### src/rtl/core/nits_pkg.sv
`default_nettype none

package nits_pkg;

  // Fixed field widths of the transaction ports and the length register.
  localparam int IDX_W = 8;
  localparam int VAL_W = 16;
  localparam int LEN_W = 9;

  // Function codes of an input transaction.
  localparam logic FUNC_WRITE  = 1'b0;
  localparam logic FUNC_LOOKUP = 1'b1;

  // Register map and reset values.
  localparam logic             REG_TABLE_LENGTH = 1'b0;
  localparam logic [LEN_W-1:0] TABLE_LENGTH_RST = 9'd256;

  // Which table address the datapath reads.
  typedef enum logic [1:0] {
    RD_FIRST,
    RD_LAST,
    RD_MID,
    RD_NEIGHBOR
  } rd_sel_t;

  // Which index the datapath captures as the result.
  typedef enum logic [1:0] {
    RES_ZERO,
    RES_LAST,
    RES_MID,
    RES_PICK
  } res_sel_t;

  // Commands from the controller to the datapath.
  typedef struct packed {
    logic     load;
    logic     rd_en;
    rd_sel_t  rd_sel;
    logic     probe;
    logic     set_res;
    res_sel_t res_sel;
  } nits_cmd_t;

  // Status from the datapath to the controller.
  typedef struct packed {
    logic lookup;
    logic le_first;
    logic ge_last;
    logic hit;
    logic search_end;
    logic edge_low;
    logic edge_high;
  } nits_status_t;

endpackage

`default_nettype wire

### src/rtl/core/nits_ctrl.sv
`default_nettype none

module nits_ctrl (
  input  wire logic                   clk,
  input  wire logic                   rst,
  input  wire logic                   start,
  input  wire nits_pkg::nits_status_t status,
  output nits_pkg::nits_cmd_t         cmd,
  output logic                        busy,
  output logic                        done
);

  typedef enum logic [2:0] {
    S_IDLE,
    S_CHK_FIRST,
    S_CHK_LAST,
    S_PROBE,
    S_FINISH,
    S_PICK,
    S_DONE
  } state_t;

  state_t state;
  state_t state_next;

  // Next state and datapath commands.
  always_comb begin
    state_next  = state;
    cmd.load    = 1'b0;
    cmd.rd_en   = 1'b0;
    cmd.rd_sel  = nits_pkg::RD_FIRST;
    cmd.probe   = 1'b0;
    cmd.set_res = 1'b0;
    cmd.res_sel = nits_pkg::RES_ZERO;
    case (state)
      S_IDLE: begin
        // A write completes at acceptance; a lookup reads the first entry.
        if (start) begin
          cmd.load = 1'b1;
          if (status.lookup) begin
            cmd.rd_en  = 1'b1;
            cmd.rd_sel = nits_pkg::RD_FIRST;
            state_next = S_CHK_FIRST;
          end
        end
      end
      S_CHK_FIRST: begin
        if (status.le_first) begin
          cmd.set_res = 1'b1;
          cmd.res_sel = nits_pkg::RES_ZERO;
          state_next  = S_DONE;
        end else begin
          cmd.rd_en  = 1'b1;
          cmd.rd_sel = nits_pkg::RD_LAST;
          state_next = S_CHK_LAST;
        end
      end
      S_CHK_LAST: begin
        if (status.ge_last) begin
          cmd.set_res = 1'b1;
          cmd.res_sel = nits_pkg::RES_LAST;
          state_next  = S_DONE;
        end else begin
          cmd.rd_en  = 1'b1;
          cmd.rd_sel = nits_pkg::RD_MID;
          state_next = S_PROBE;
        end
      end
      S_PROBE: begin
        // Compare the probed entry; on a miss narrow the bounds and, until they cross, read the next one.
        if (status.hit) begin
          cmd.set_res = 1'b1;
          cmd.res_sel = nits_pkg::RES_MID;
          state_next  = S_DONE;
        end else begin
          cmd.probe = 1'b1;
          if (status.search_end) begin
            state_next = S_FINISH;
          end else begin
            cmd.rd_en  = 1'b1;
            cmd.rd_sel = nits_pkg::RD_MID;
          end
        end
      end
      S_FINISH: begin
        if (status.edge_low) begin
          cmd.set_res = 1'b1;
          cmd.res_sel = nits_pkg::RES_ZERO;
          state_next  = S_DONE;
        end else if (status.edge_high) begin
          cmd.set_res = 1'b1;
          cmd.res_sel = nits_pkg::RES_LAST;
          state_next  = S_DONE;
        end else begin
          cmd.rd_en  = 1'b1;
          cmd.rd_sel = nits_pkg::RD_NEIGHBOR;
          state_next = S_PICK;
        end
      end
      S_PICK: begin
        cmd.set_res = 1'b1;
        cmd.res_sel = nits_pkg::RES_PICK;
        state_next  = S_DONE;
      end
      S_DONE: begin
        state_next = S_IDLE;
      end
      default: begin
        state_next = S_IDLE;
      end
    endcase
  end

  // State and registered handshake outputs.
  always_ff @(posedge clk) begin
    if (rst) begin
      state <= S_IDLE;
      busy  <= 1'b0;
      done  <= 1'b0;
    end else begin
      state <= state_next;
      busy  <= (state_next != S_IDLE);
      done  <= (state_next == S_DONE);
    end
  end

endmodule

`default_nettype wire
### config.mk
export PLATFORM = sky130hd
export DESIGN_NAME = nits_ctrl
export DESIGN_NICKNAME = d
export VERILOG_FILES = /design/src/rtl/core/nits_pkg.sv /design/src/rtl/core/nits_ctrl.sv
export SDC_FILE = /design/constraint.sdc
export NUM_CORES = 1
export LEC_CHECK = 0
export BUFFER_PORTS_ARGS = -buffer_cell sky130_fd_sc_hd__clkbuf_2
export CORE_AREA = 3 3 40 42
export DETAILED_ROUTE_END_ITERATION = 12
export DIE_AREA = 0 0 43 45
export PLACE_DENSITY = 0.62
export SLEW_MARGIN = 20
export SYNTH_ARGS = -nofsm -noshare
export SYNTH_HDL_FRONTEND = slang
export SYNTH_SLANG_ARGS = --single-unit
### constraint.sdc
create_clock -name clk -period 3.75 [get_ports clk]
set_input_delay 0.9375 -clock clk [delete_from_list [all_inputs] [get_ports clk]]
set_output_delay 0.9375 -clock clk [all_outputs]
set_load 0.02 [all_outputs]
==> qor.yml, run 1 <==
floorplan:
  die_x_um: 43
  die_height_um: 45
  dieArea_um2: 1940
  num_rows: 13
  start_util_pct: 29.8
  core_um2: 1280
  io_pins: 20
placed_design:
  pre_cts_slack_ps: 739
  io_buffers: 19
  routabilityCongestion: 0.751
  dp_hpwl_um: 674
detailed_routing:
  drt_first_pass_iters: 4
  antenna_left: 0
  wl_um: 877
  routedWlPerCell_um: 10.7
  drt_iter0_markers: 5
  num_vias: 411
  via_per_inst: 5.01
  drc: 0
logic_synthesis:
  yosysWarnings: 0
  ys_types: 27
  ys_seq_area_share_pct: 26.1
  synth-edff-count: 0
  syn_inst: 47
  async_flop_share_pct: 0
  ys_seq_elements: 5
  synth_area_um2: 383
  syn_nets: 57
  syn_avg_cell_area_um2: 8.15
  synth_ff_type: "dfxtp_1"
timing:
  setup_tns_ps: 0
  hold_viol_final: 0
  rsz0062_at_grt: "false"
  setup_viol: 0
  worst_slew_pin_slew_ps: 472
  fin_crit_sh_pct: 80.2
  max_freq_ghz: 0.333
  slew_headroom_pct: 68.1
  setup_ws_ps: 744
  min_period_ps: 3010
  slew_violations: 0
  clock_skew_ps: 0.875
finish:
  antenna_cells: 0
  register_area_um2: 100
  fin_nets: 78
  area_growth_pct: 32.0
  multi_input_comb_area_um2: 250
  num-fill-cells: 138
  drive_above_1_share_pct: 40.3
global_routing:
  use_met1_pct: 12.5
  grt_max_degree: 15
  use_met2_pct: 13.2
  grt_pass1_wl_mm: 1.43
  grt_util_met3_pct: 3.98
  first_global_vias: 322
  track_usage_pct: 10.2
  grt_overflow_total: 0
  antenna_found_initial: 0
  grt_busiest_layer: "met2"
clocking:
  clkSinkCount: 5
  clk_latency_ps: 240
  cts_made_buffers: 3
  cts_resized: 0
  postCtsSetupBuffers: 0
  cts_tree: "built"
  path_clk_slew_ps: 40
  cts_max_path_buffers: 2
  h-tree-depth: 1
  cts-root-buf: "clkbuf_4"
  hold_buffers: 0
setup_path:
  reg2reg_depth: 4
  critPathBufInv: 2
  cp.required_ps: 2810
  worstPathMaxFanout: 4
  endpoint_kind: "output port"
  path_cells: "clkbuf_2 > or4b_1 > a21oi_2 > nor2_1 > o311ai_1 > clkbuf_2"
  crit_type: "in2out"
  crit_cells: 6
  startpoint_type: "primary input"
  arrival_ps: 2070
  max_stage_delay_ps: 520
  critPathMostFrequentCell: "clkbuf_2"
  crit_path_top_delay_cell: "or4b_1"
  cp_top_family: "simple AND/OR/NAND/NOR gates"
hold_path:
  hold_class: "reg2reg"
  holdPathStages: 3
power_and_ir_drop:
  p_leak_uw: 0.000233
  total_power_uw: 376
  ir_drop_mv: 0.237
  powerDensity_nw_per_um2: 744
flow_run:
  drv_cap: 0
run_status:
  status: "finished, final reports clean"
## state kept, by name, indices dropped and copies added, names as in the netlist
signal / count
state: 3
busy: 1
done: 1
## cell families (layout without fill, tap and decap cells)
family                 Yosys count  after routing  synth area share (%)
multiplexers                     1              1                  2.61
flip-flops                       5              5                  26.1
buffers and inverters            7             27                  8.50
AND/OR/NAND/NOR                 21             21                  37.9
AO/OA/AOI/OAI                   13             13                  24.8
## synthesized netlist by cell type, types with 2 or more instances
library cell  n  area, um2
nor2_1        6       22.5
dfxtp_1       5        100
a21oi_1       4       20.0
inv_1         4       15.0
buf_2         2       10.0
nand2_1       2       7.51
nand2b_1      2       12.5
o21ai_0       2       10.0
o311ai_1      2       17.5
## area by class of cell
class	count	share of cell area (%)
repair buffers	19	18.8
flip-flops and latches	5	19.8
well taps	15	3.71
multi-input cells	35	49.5
clock buffers	4	5.20
inverters	4	2.97
## worst reg2reg max path, stage by stage (launching register included)
cell,delay (ps)
dfxtp_1,570
or3b_2,500
a21oi_2,160
nor3b_1,90
o221ai_2,150
## cells in the final DEF (no fill, tap or decap)
cell	count
or3b_2	1
o221ai_2	1
inv_1	4
nor3b_1	1
o21a_1	1
mux2i_1	1
clkbuf_1	1
a21oi_1	4
nand2_1	2
o21ai_0	2
clkbuf_2	19
or4bb_1	1
a211o_1	1
a21oi_2	1
clkbuf_4	3
dfxtp_1	5
or4b_1	1
and3_1	1
nor4bb_2	1
nand2b_1	2
nand3b_1	1
nor2_1	6
o311ai_1	2
nand4b_1	1
nor3_1	1
nor4b_2	1
a21boi_0	1
nor2b_1	1
## metal layers
metal  vias up  wire (um)
li1        210          -
met1       186        386
met2        11        413
met3         4         47
met4         0         29
met5         -          0
## metrics by stage
step                      cells  hold slack (ps)  util [%]  instance area (um2)
after CTS                    82              827      39.3                  505
after global routing         82              907      39.3                  505
after global placement       78              801      37.3                  479
final                        82              818      39.3                  505
after floorplan              47              731         -                  383
after detailed placement     78              815      37.3                  479
## final timing paths
kind,from,to,slack [ps]
worst max-delay path,status[1],cmd[6],740
worst min-delay path,state[0],state[0],820
worst max register to register,state[1],busy,2200
worst min register to register,state[0],state[0],820
## power by group
part / total [uW] / leakage, uW / switching (uW) / internal, uW
sequential: 117 / 0.0000412 / 43.1 / 73.7
clock: 60.9 / 0.0000150 / 20.8 / 40.1
combinational: 198 / 0.000177 / 112 / 86.4
total: 376 / 0.000233 / 176 / 200
Note: power is estimated with default switching activity, not from simulation.
==> inputs of run 2 (changes only) <==
--- a/config.mk
+++ b/config.mk
@@ -5,11 +5,12 @@
 export SDC_FILE = /design/constraint.sdc
 export NUM_CORES = 1
 export LEC_CHECK = 0
+export ABC_AREA = 1
 export BUFFER_PORTS_ARGS = -buffer_cell sky130_fd_sc_hd__clkbuf_2
 export CORE_AREA = 3 3 40 42
 export DETAILED_ROUTE_END_ITERATION = 12
 export DIE_AREA = 0 0 43 45
-export PLACE_DENSITY = 0.62
+export PLACE_DENSITY = 0.6
 export SLEW_MARGIN = 20
 export SYNTH_ARGS = -nofsm -noshare
 export SYNTH_HDL_FRONTEND = slang
==> constraint.sdc (replaced) <==
create_clock -name clk -period 2.9 [get_ports clk]
set_input_delay 0.725 -clock clk [delete_from_list [all_inputs] [get_ports clk]]
set_output_delay 0.725 -clock clk [all_outputs]
set_load 0.02 [all_outputs]
==> qor.yml, run 2 <==
timing:
  min_period_ps: 2160
  worst_slew_pin_slew_ps: 242
  clock_skew_ps: 4.22
  fin_crit_sh_pct: 74.5
  hold_viol_final: 0
  rsz0062_at_grt: "false"
  setup_tns_ps: 0
  setup_ws_ps: 739
  setup_viol: 0
  slew_headroom_pct: 83.8
  max_freq_ghz: 0.463
  slew_violations: 0
logic_synthesis:
  synth.area.top_cells: "dfxtp_1 28%, inv_1 14%, nand2_1 13%"
  syn_nets: 69
  synth.most_common_cell: "inv_1"
  syn_inst: 59
  async_flop_share_pct: 0
  synth_top_area_cell: "dfxtp_1"
  netlist_top_cells_count: "13 x inv_1, 12 x nand2_1, 8 x nand3_1"
  syn_avg_cell_area_um2: 6.00
  synth_ff_type: "dfxtp_1"
  ys_seq_area_share_pct: 28.3
  synth_top_area_share_pct: 28.3
  ys_seq_elements: 5
  yosysWarnings: 0
  synth-edff-count: 0
  synth_area_um2: 354
  ys_types: 14
clocking:
  cts_made_buffers: 3
  cts-root-buf: "clkbuf_4"
  postCtsSetupBuffers: 0
  cts_tree: "built"
  cts_max_path_buffers: 2
  cts_resized: 0
  path_clk_slew_ps: 50
  h-tree-depth: 1
  clkSinkCount: 5
  clk_latency_ps: 240
  hold_buffers: 0
flow_run:
  drv_cap: 0
finish:
  antenna_cells: 0
  register_area_um2: 100
  fin_area_um2: 494
  area_growth_pct: 39.6
  layout_common_cells: "19 x clkbuf_2, 13 x inv_1, 12 x nand2_1, 8 x nand3_1, 6 x nand4_1"
  num-fill-cells: 151
  regMostFlops: "state"
  multi_input_comb_area_um2: 201
  fin_nets: 93
  fin_cells: 97
  drive_above_1_share_pct: 35.4
  reg_top3: "state: 3 flops, busy: 1 flops, done: 1 flops"
  largest_reg_flops: 3
  layout_commonest_cell: "clkbuf_2"
detailed_routing:
  drt_first_pass_iters: 4
  wl_um: 879
  routedWlPerCell_um: 9.06
  via_per_inst: 4.52
  drc: 0
  antenna_left: 0
  drt_iter0_markers: 9
  num_vias: 438
placed_design:
  dp_hpwl_um: 726
  pre_cts_slack_ps: 724
  io_buffers: 19
  dpl_cell_area_um2: 468
  place_inst: 93
  routabilityCongestion: 0.774
setup_path:
  arrival_ps: 1440
  max_stage_delay_ps: 160
  critPathMostFrequentCell: "clkbuf_2"
  reg2reg_depth: 6
  endpoint_kind: "output port"
  regToRegStartpoint: "state[2]"
  worstPathMaxFanout: 3
  crit_type: "in2out"
  rrSetupSlack_ps: 1770
  cp.required_ps: 2170
  startpoint_type: "primary input"
  crit_path_top_delay_cell: "nand4_1"
  path_cells: "clkbuf_2 > nor2_1 > nand3_1 > nand4_1 > inv_1 > nand2_1 > clkbuf_2"
  timing.rr.end: "done"
power_and_ir_drop:
  switching_share_pct: 46.5
  p_int_uw: 209
  power_frac_comb_pct: 52.3
  ir_drop_mv: 0.387
  power_frac_clock_pct: 20.5
  pwr-share-seq_pct: 27.2
  p_leak_uw: 0.000310
  powerDensity_nw_per_um2: 792
  switching_power_uw: 182
hold_path:
  worstHoldEndpoint: "state[1]"
  hp-start: "state[0]"
  hold_class: "reg2reg"
  holdPathStages: 4
global_routing:
  use_met2_pct: 16.2
  first_global_vias: 380
  grt_util_met3_pct: 2.39
  grt_pass1_wl_mm: 1.44
  grt_busiest_layer: "met2"
  grt_overflow_total: 0
  grt_max_degree: 7
  track_usage_pct: 9.85
  antenna_found_initial: 0
  use_met1_pct: 11.9
floorplan:
  dieArea_um2: 1940
  io_pins: 20
  num_rows: 13
  core_um2: 1280
  start_util_pct: 27.6
  die_x_um: 43
  die_height_um: 45
run_status:
  status: "finished, final reports clean"
[run 2: how the worst max path moves through the flow]
stage | start | end | slack, ps | cells past startpoint
2_1_floorplan | status[1] | cmd[2] | 950 | 4
3_3_place_gp | status[1] | cmd[2] | 740 | 6
3_5_place_dp | status[1] | cmd[6] | 720 | 7
4_1_cts | status[1] | cmd[6] | 720 | 7
5_1_grt | status[1] | cmd[2] | 630 | 6
6_report | status[1] | cmd[6] | 740 | 7
[run 2: power by group through the flow]
stage	sequential [uW]	combinational (uW)	clock [uW]
detailed placement	108	206	0
CTS	107	208	84.2
finish	106	205	80.4
floorplan	114	137	0
global route	110	230	85.5
global placement	108	206	0
[run 2: layout make-up]
type	instances	share of cell area, %
clock buffers	4	5.32
inverters	14	10.6
multi-input cells	40	40.8
flip-flops and latches	5	20.3
well taps	15	3.80
repair buffers	19	19.2
[run 2: worst max-delay path: cells and delay by family]
family | cells | cell delay [ps]
buf+inv | 3 | 300
simple gates | 4 | 420
[run 2: through the flow]
stage | util [%] | hold WS, ps | power (uW)
final | 38.5 | 734 | 391
after detailed placement | 36.4 | 726 | 313
after global placement | 36.4 | 719 | 314
after CTS | 38.5 | 746 | 399
after floorplan | - | 663 | 251
after global routing | 38.5 | 806 | 426
[run 2: routing by layer]
metal / wire length, um / part of all wire, % / up-vias
met2: 415 / 47 / 17
li1: - / - / 236
met1: 376 / 43 / 185
met3: 87 / 9.9 / 0
met5: 0 / 0 / -
met4: 0 / 0 / 0
[run 2: cell families after synthesis]
group,synth area share [%]
buffers and inverters,14.8
and+or+nand+nor,54.1
AOI/OAI and AO/OA,2.83
DFF,28.3
